$ cat config.mk
export PLATFORM = sky130hd
export DESIGN_NAME = fpa_div_cell
export DESIGN_NICKNAME = d
export VERILOG_FILES = /design/src/rtl/fixed_point_alu_macros.svh /design/src/rtl/fpa_pkg.sv /design/src/rtl/fpa_div_cell.sv
export SDC_FILE = /design/constraint.sdc
export NUM_CORES = 1
export LEC_CHECK = 0
export ABC_AREA = 1
export BUFFER_PORTS_ARGS = -buffer_cell sky130_fd_sc_hd__buf_2
export CAP_MARGIN = 10
export CORE_AREA = 2 2 184 186
export DETAILED_ROUTE_END_ITERATION = 7
export DIE_AREA = 0 0 186 188
export PLACE_DENSITY = 0.63
export SLEW_MARGIN = 20
export SYNTH_ARGS = -nofsm -noshare
export SYNTH_HDL_FRONTEND = slang
export SYNTH_SLANG_ARGS = --single-unit
$ cat constraint.sdc
create_clock -name clk -period 1 [get_ports clk]
set_input_delay 0 -clock clk [delete_from_list [all_inputs] [get_ports clk]]
set_output_delay 0 -clock clk [all_outputs]
set_load 0.005 [all_outputs]
$ cat src/rtl/fixed_point_alu_macros.svh
// Assertion macros used by the ALU module.
`ifndef FIXED_POINT_ALU_MACROS_SVH
`define FIXED_POINT_ALU_MACROS_SVH

// Implication checked on every rising clock edge outside reset.
`define FPA_ASSERT_IMP(label, ante, cons, msg) \
	label: assert property (@(posedge clk) disable iff (!arst_n) (ante) |-> (cons)) \
		else $error(msg);

// Implication whose consequence is checked in the next cycle.
`define FPA_ASSERT_NEXT(label, ante, cons, msg) \
	label: assert property (@(posedge clk) disable iff (!arst_n) (ante) |=> (cons)) \
		else $error(msg);

`endif

$ cat src/rtl/fpa_pkg.sv
`timescale 1ns / 1ps
package fpa_pkg;
	typedef enum logic [3:0] {
		ACT_ADD = 4'd0, ACT_SUB = 4'd1, ACT_MUL = 4'd2, ACT_DIV = 4'd3,
		ACT_GT = 4'd4, ACT_LT = 4'd5, ACT_GE = 4'd6, ACT_LE = 4'd7,
		ACT_EQ = 4'd8, ACT_NE = 4'd9, ACT_MIN = 4'd10, ACT_MAX = 4'd11,
		ACT_INC = 4'd12, ACT_DEC = 4'd13, ACT_I2F = 4'd14, ACT_F2I = 4'd15
	} action_t;

	localparam int DATA_W = 32;

	// Control state carried from cell to cell alongside the data.
	typedef struct packed {
		logic                     vld;
		logic                     neg;
		logic                     is_div;
		logic                     dz;
		logic                     cmp;
		logic                     sat;
		logic signed [DATA_W-1:0] val;
	} ctl_t;
endpackage

$ cat src/rtl/fpa_div_cell.sv
`timescale 1ns / 1ps
module fpa_div_cell #(
	parameter int REM_W = 34,
	parameter int NUM_W = 64
) (
	input  logic                clk,
	input  logic                arst_n,
	input  logic                en,
	input  fpa_pkg::ctl_t       ctl_in,
	input  logic [REM_W-1:0]    rem_in,
	input  logic [NUM_W-1:0]    num_in,
	input  logic [NUM_W-1:0]    quo_in,
	input  logic [REM_W-1:0]    den_in,
	output fpa_pkg::ctl_t       ctl_out,
	output logic [REM_W-1:0]    rem_out,
	output logic [NUM_W-1:0]    num_out,
	output logic [NUM_W-1:0]    quo_out,
	output logic [REM_W-1:0]    den_out
);
	import fpa_pkg::*;

	logic [REM_W-1:0] trial;
	logic [REM_W:0]   diff;
	logic             fits;

	// One restoring division step: shift in a numerator bit, try a subtract.
	always_comb begin
		trial = {rem_in[REM_W-2:0], num_in[NUM_W-1]};
		diff  = {1'b0, trial} - {1'b0, den_in};
		fits  = !diff[REM_W];
	end

	// Only the valid bit is cleared by reset; the payload just holds.
	always_ff @(posedge clk or negedge arst_n) begin
		if (!arst_n) begin
			ctl_out.vld <= 1'b0;
		end else if (en) begin
			ctl_out <= ctl_in;
			rem_out <= fits ? diff[REM_W-1:0] : trial;
			num_out <= {num_in[NUM_W-2:0], 1'b0};
			quo_out <= {quo_in[NUM_W-2:0], fits};
			den_out <= den_in;
		end
	end
endmodule
==> flow_metrics.env, run 1 <==
export IMPL_status="finished with violations"
export IMPL_violations="hold timing, setup timing"
export IMPL_regToRegSetupSlack_ns=0.24
export IMPL_cap_viol_max_count=0
export IMPL_die_height_um=188
export IMPL_cp_max_fo=4
export IMPL_htree_levels=1
export IMPL_first_pass_iters=5
export IMPL_drtAntennaViolNets=0
export IMPL_ys_async_sr_fraction=0.004292
export IMPL_synth_top_family_by_area="simple AND/OR/NAND/NOR gates"
export IMPL_pin_count=471
export IMPL_rsz0062_at_grt="true"
export IMPL_io_buffers=467
export IMPL_antenna_found_initial=6
export IMPL_placementRows=67
export IMPL_synth_compound_area_frac=0.03701
export IMPL_fin_area_um2=19370
export IMPL_post_synth_top_count_cell="edfxtp_1"
export IMPL_arrival_ns=1.61
export IMPL_syn_cell_area_um2=10140
export IMPL_synthXorXnorAreaFrac=0.01382
export IMPL_cts_tree="done"
export IMPL_min_period_ns=1.327
export IMPL_totalPowerFinal_uw=28100
export IMPL_synth_nets=1158
export IMPL_synthFlopType="edfxtp_1"
export IMPL_fmax_mhz=753.7
export IMPL_finalNetCount=2070
export IMPL_hold_viol=1
export IMPL_final_cells=2270
export IMPL_synth_top_cell_by_area="edfxtp_1"
export IMPL_fillCellCount=2694
export IMPL_clkTransAtPathRegs_ns=0.06
export IMPL_cts_sinks=233
export IMPL_cellLeakagePower_uw=0.008772
export IMPL_via_count=9931
export IMPL_slew_violations=0
export IMPL_period_share=1.327
export IMPL_path_buf_inv=3
export IMPL_initial_utilization=0.3063
export IMPL_numCtsBuffers=25
export IMPL_fin_tns_setup_ns=-16.97
export IMPL_clock_latency_ns=0.53
export IMPL_vias_per_cell=4.375
export IMPL_power_density_nw_per_um2=1450
export IMPL_crit_cells=14
export IMPL_post_drt_wl_per_cell_um=18.08
export IMPL_synth_top_area_frac=0.6868
export IMPL_clock_path_buffers=3
export IMPL_ys_top_cells_by_count="232 x edfxtp_1, 228 x nand2_1, 157 x inv_1"
export IMPL_yosys_area_share_simple=0.1497
export IMPL_synthAdderAreaFrac=0.04391
export IMPL_syn_to_final_growth_pct=91.00
export IMPL_grt_max_degree=32
export IMPL_overflow=0
export IMPL_startpoint_type="input pin"
export IMPL_syn_area_per_cell_um2=11.45
export IMPL_holdWs_ns=-0.008218
export IMPL_drt_initial_drc_count=497
export IMPL_place_area_um2=14960
export IMPL_yosys_top_cells_area="edfxtp_1 69%, nand2_1 8.4%, inv_1 5.8%"
export IMPL_rr_worst_depth=1
export IMPL_required_ns=1.28
export IMPL_crit_type="in2reg"
export IMPL_skew_ns=0
export IMPL_synthMuxAreaShare=0.001110
export IMPL_track_usage=0.2231
export IMPL_place_inst=1948
export IMPL_worstHoldPathCells=5
export IMPL_drt_total_wl_um=41030
export IMPL_gp_congestion=0.8924
export IMPL_ir_drop_mv=1.351
export IMPL_fin_ws_ns=-0.3268
export IMPL_syn_inst=886
export IMPL_critical_path_max_stage_delay_ns=0.40
export IMPL_cts_root_buffer="clkbuf_16"
export IMPL_layout_drive_gt1_share=0.5138
export IMPL_drcViolationCount=0
export IMPL_cp_slowest_cell="fa_2"
export IMPL_grt_pass1_vias=10120
export IMPL_grt_pass1_wl_um=58100
export IMPL_ys_ff_latch=233
export IMPL_min_path_type="in2reg"
export IMPL_core_area_um2=33110
export IMPL_setup_viol=265
export IMPL_dieArea_um2=34970
export IMPL_synth_cell_types=27
export IMPL_synth_edf_count=232
export IMPL_cpLargestDelayFamily="simple AND/OR/NAND/NOR gates"
export IMPL_dp_hpwl_um=29420
export IMPL_cp_cell_sequence="buf_8 -> inv_12 -> ha_4 -> inv_4 -> fa_2 -> nand3_2 -> nand3_4 -> nand2_2 -> nand2_4 -> nand2_2 -> nand2_4 -> xor2_1 -> nand2_1 -> o21ai_1"
export IMPL_yosys_warnings=0
export IMPL_ys_seq_area_frac=0.6893
export IMPL_cp_end_kind="flip-flop"
export IMPL_die_x_um=186
[path summary, 6_finish.rpt]
| kind | start | to |
|---|---|---|
| worst max-delay path | num_in[63] | rem_out[16] |
| worst max register to register | ctl_out[37] | ctl_out[37] |
| worst min-delay path | den_in[0] | rem_out[0] |
| worst min register to register | ctl_out[37] | ctl_out[37] |
| max in group asynchronous | arst_n | ctl_out[37] |
| min in group asynchronous | arst_n | ctl_out[37] |
[through the flow]
step,utilization,setup WS (ns)
5_1_grt,0.5850,-0.3947
3_5_place_dp,0.4519,-0.9450
4_1_cts,0.5691,-0.2679
3_3_place_gp,0.4519,-0.9003
6_report,0.5851,-0.3268
2_1_floorplan,-,-2.888
[cell families (layout without fill, tap and decap cells)]
group | Yosys count | after routing
fa+ha+maj | 35 | 35
compound gates | 71 | 71
flops | 233 | 233
other cells | 1 | 7
buf+inv | 167 | 1097
mux | 1 | 1
xor+xnor | 16 | 16
simple gates | 362 | 362
[sequential cells by signal, summed over array words and instances, names as in the netlist]
register	count
quo_out	64
den_out	34
num_out	63
ctl_out	38
rem_out	34
[cells in the final DEF (no fill, tap or decap), types with 6 or more instances in the layout]
cell type and n:
nand3_1 15, diode_2 6, dlygate4sd3_1 235, xor2_1 12, inv_4 9, inv_1 121
inv_2 21, o21ai_2 13, buf_6 33, nand2_1 157, o21ai_1 17, a21oi_2 7
nand2_2 49, nor2_4 14, buf_12 12, a21oi_4 10, clkbuf_16 26, nor2_1 30
edfxtp_1 232, nand4_1 19, a21oi_1 11, buf_2 439, ha_4 31, nand2_4 25
o21ai_0 8, nor2_2 17, nand3_2 18, buf_4 170
[power breakdown]
group	switching (uW)	internal, uW
Clock	3920	5880
Sequential	211	11600
Combinational	3120	3380
[layer usage]
layer | up-vias | routed length [um] | share of wire | track usage
met5 | - | 0 | 0 | 0
met4 | 0 | 1425 | 0.035 | 0.08540
met3 | 80 | 2584 | 0.063 | 0.04894
met2 | 358 | 20890 | 0.51 | 0.3933
met1 | 4693 | 16140 | 0.39 | 0.2628
li1 | 4800 | - | - | -
[cell type report]
cell class                      instances  area (um^2)  share of cell area
Inverter                              157        663.1             0.03423
Sequential cell                       233         6992              0.3609
Multi-Input combinational cell        486         3729              0.1925
Clock buffer                           29        640.6             0.03307
Antenna cell                            6        15.01           0.0007750
Tap cell                              448        560.5             0.02893
Timing Repair Buffer                  895         6563              0.3387
Clock inverter                         16        211.5             0.01091
[repair_timing]
action / 4_1_cts / 5_1_grt
hold buffers: 232 / 3
setup endpoints to repair: 268 / 268
endpoints found under the hold margin: 233 / 3
gates resized for setup: 137 / 109
pin swaps: 28 / 52
buffers inserted: 23 / 10
cloned: 3 / 2
(Power assumes the default switching activity.)
==> inputs of run 2 (changes only) <==
--- a/config.mk
+++ b/config.mk
@@ -6,12 +6,12 @@
 export NUM_CORES = 1
 export LEC_CHECK = 0
 export ABC_AREA = 1
-export BUFFER_PORTS_ARGS = -buffer_cell sky130_fd_sc_hd__buf_2
 export CAP_MARGIN = 10
 export CORE_AREA = 2 2 184 186
 export DETAILED_ROUTE_END_ITERATION = 7
 export DIE_AREA = 0 0 186 188
-export PLACE_DENSITY = 0.63
+export DONT_BUFFER_PORTS = 1
+export PLACE_DENSITY = 0.5
 export SLEW_MARGIN = 20
 export SYNTH_ARGS = -nofsm -noshare
 export SYNTH_HDL_FRONTEND = slang
==> run 2 against run 1 <==
The run still ends with hold timing, setup timing left. Highest routed layer unchanged. Hold slack worse by 0.42 ns. Routed wire length decreased by 11%. First-iteration DRC count decreased by 45%. Non-clock buffer count fell by 490. Largest cell class unchanged. Global-route usage shrank 2.5 points.
==> flow_metrics.env, run 2 (synthesized netlist as in run 1, its figures left out) <==
export IMPL_status="finished with violations"
export IMPL_violations="hold timing, setup timing"
export IMPL_overflow=0
export IMPL_cp_max_fo=6
export IMPL_topRoutingLayerUsed="met4"
export IMPL_ir_drop_mv=1.157
export IMPL_post_drt_wl_per_cell_um=20.48
export IMPL_vias_per_cell=4.501
export IMPL_core_area_um2=33110
export IMPL_pin_count=471
export IMPL_slew_violations=0
export IMPL_pre_cts_ws_ns=-0.8268
export IMPL_grt_pass1_vias=8433
export IMPL_syn_to_final_growth_pct=64.75
export IMPL_placementRows=67
export IMPL_power_density_nw_per_um2=1557
export IMPL_initial_utilization=0.3063
export IMPL_cap_viol_max_count=0
export IMPL_cts_tree="done"
export IMPL_die_x_um=186
export IMPL_area_sequential_um2=6992
export IMPL_cp_end_kind="flip-flop"
export IMPL_antenna_found_initial=3
export IMPL_totalPowerFinal_uw=26020
export IMPL_top_register="quo_out"
export IMPL_grt_pass1_wl_um=51410
export IMPL_arrival_ns=1.48
export IMPL_fmax_mhz=834.3
export IMPL_drcViolationCount=0
export IMPL_critical_path_max_stage_delay_ns=0.25
export IMPL_route_met2_wl_um=18950
export IMPL_place_area_um2=12510
export IMPL_final_cells=1776
export IMPL_clkTransAtPathRegs_ns=0.06
export IMPL_cellLeakagePower_uw=0.006803
export IMPL_fin_ws_ns=-0.1986
export IMPL_min_path_type="in2reg"
export IMPL_clock_latency_ns=0.51
export IMPL_largest_register_ffs=64
export IMPL_period_share=1.199
export IMPL_gp_congestion=0.8750
export IMPL_crit_type="in2reg"
export IMPL_numCtsBuffers=25
export IMPL_dp_hpwl_um=25680
export IMPL_die_height_um=188
export IMPL_cp_cell_sequence="inv_8 -> ha_4 -> nand2_4 -> inv_4 -> a21oi_4 -> nor2_4 -> nor2_4 -> nand2_1 -> nand2_2 -> nand3_4 -> buf_12 -> clkbuf_16 -> nand2_2 -> o21ai_1"
export IMPL_cts_sinks=233
export IMPL_clock_path_buffers=3
export IMPL_mostFrequentLayoutCells="233 x dlygate4sd3_1, 232 x edfxtp_1, 151 x nand2_1"
export IMPL_wl_met3_um=2637
export IMPL_dieArea_um2=34970
export IMPL_min_period_ns=1.199
export IMPL_drt_total_wl_um=36370
export IMPL_startpoint_type="input pin"
export IMPL_wl_met1_um=13600
export IMPL_hold_viol=6
export IMPL_multi_input_area_um2=3741
export IMPL_drtAntennaViolNets=0
export IMPL_finalNetCount=1580
export IMPL_via_count=7994
export IMPL_io_buffers=0
export IMPL_mostFrequentLayoutCell="dlygate4sd3_1"
export IMPL_cp_slowest_cell="ha_4"
export IMPL_grt_max_degree=31
export IMPL_first_pass_iters=4
export IMPL_cts_root_buffer="clkbuf_16"
export IMPL_fin_area_um2=16710
export IMPL_track_usage=0.1986
export IMPL_drt_initial_drc_count=273
export IMPL_top_regs="quo_out x64, num_out x63, ctl_out x38"
export IMPL_htree_levels=1
export IMPL_place_inst=1464
export IMPL_setup_viol=42
export IMPL_holdWs_ns=-0.4251
export IMPL_required_ns=1.28
export IMPL_skew_ns=0
export IMPL_layout_drive_gt1_share=0.3389
export IMPL_rsz0062_at_grt="true"
export IMPL_fillCellCount=2892
run 2: repair_timing:
| item | in CTS | in global routing |
|---|---|---|
| pin swaps | 13 | 34 |
| endpoints found under the setup margin | 60 | 244 |
| endpoints found under the hold margin | 269 | 9 |
| gates cloned | 3 | 4 |
| hold buffers | 232 | 3 |
| buffers inserted | 14 | 10 |
| resized for setup | 100 | 105 |
run 2: per-layer routing:
metal,GRT usage,up-vias
li1,-,3815
met1,0.2193,3790
met2,0.3676,324
met3,0.04972,65
met4,0.06451,0
met5,0,-
run 2: where the power goes:
| part | switching [uW] | internal, uW |
|---|---|---|
| Combinational | 2400 | 2590 |
| Sequential | 507 | 11600 |
| Clock | 3780 | 5120 |
run 2: worst paths after layout:
kind                             startpoint     endpoint  slack, ns  depth (start not counted)
worst min-delay path             den_in[31]  den_out[31]      -0.43                          0
max in group asynchronous            arst_n  ctl_out[37]       0.85                          2
min in group asynchronous            arst_n  ctl_out[37]       0.04                          2
worst max register to register  ctl_out[37]  ctl_out[37]       0.09                          2
worst max-delay path             den_in[13]  rem_out[24]      -0.20                         14
worst min register to register  ctl_out[37]  ctl_out[37]       0.67                          2
run 2: stage by stage:
step                hold slack [ns]  TNS (ns)    util
floorplan                   -0.2956   -688.53       -
global placement            -0.2955    -24.50  0.3779
detailed placement          -0.2955    -25.44  0.3779
CTS                         -0.4674    -6.288  0.4879
global route                -0.4559    -8.022  0.5047
finish                      -0.4251    -5.812  0.5047
run 2: final cells by class:
type / count / share of cell area
multi-input combinational: 486 / 0.2239
inverter: 157 / 0.04081
antenna: 3 / 0.0004492
tap: 448 / 0.03354
sequential: 233 / 0.4184
clock inverter: 15 / 0.008386
clock buffer: 29 / 0.03833
timing repair buffer: 405 / 0.2362
run 2: critical path, delay by kind of cell:
family	cells	cell delay, ns
fa+ha+maj	1	0.25
buf+inv	4	0.39
compound gates	2	0.20
simple gates	7	0.61
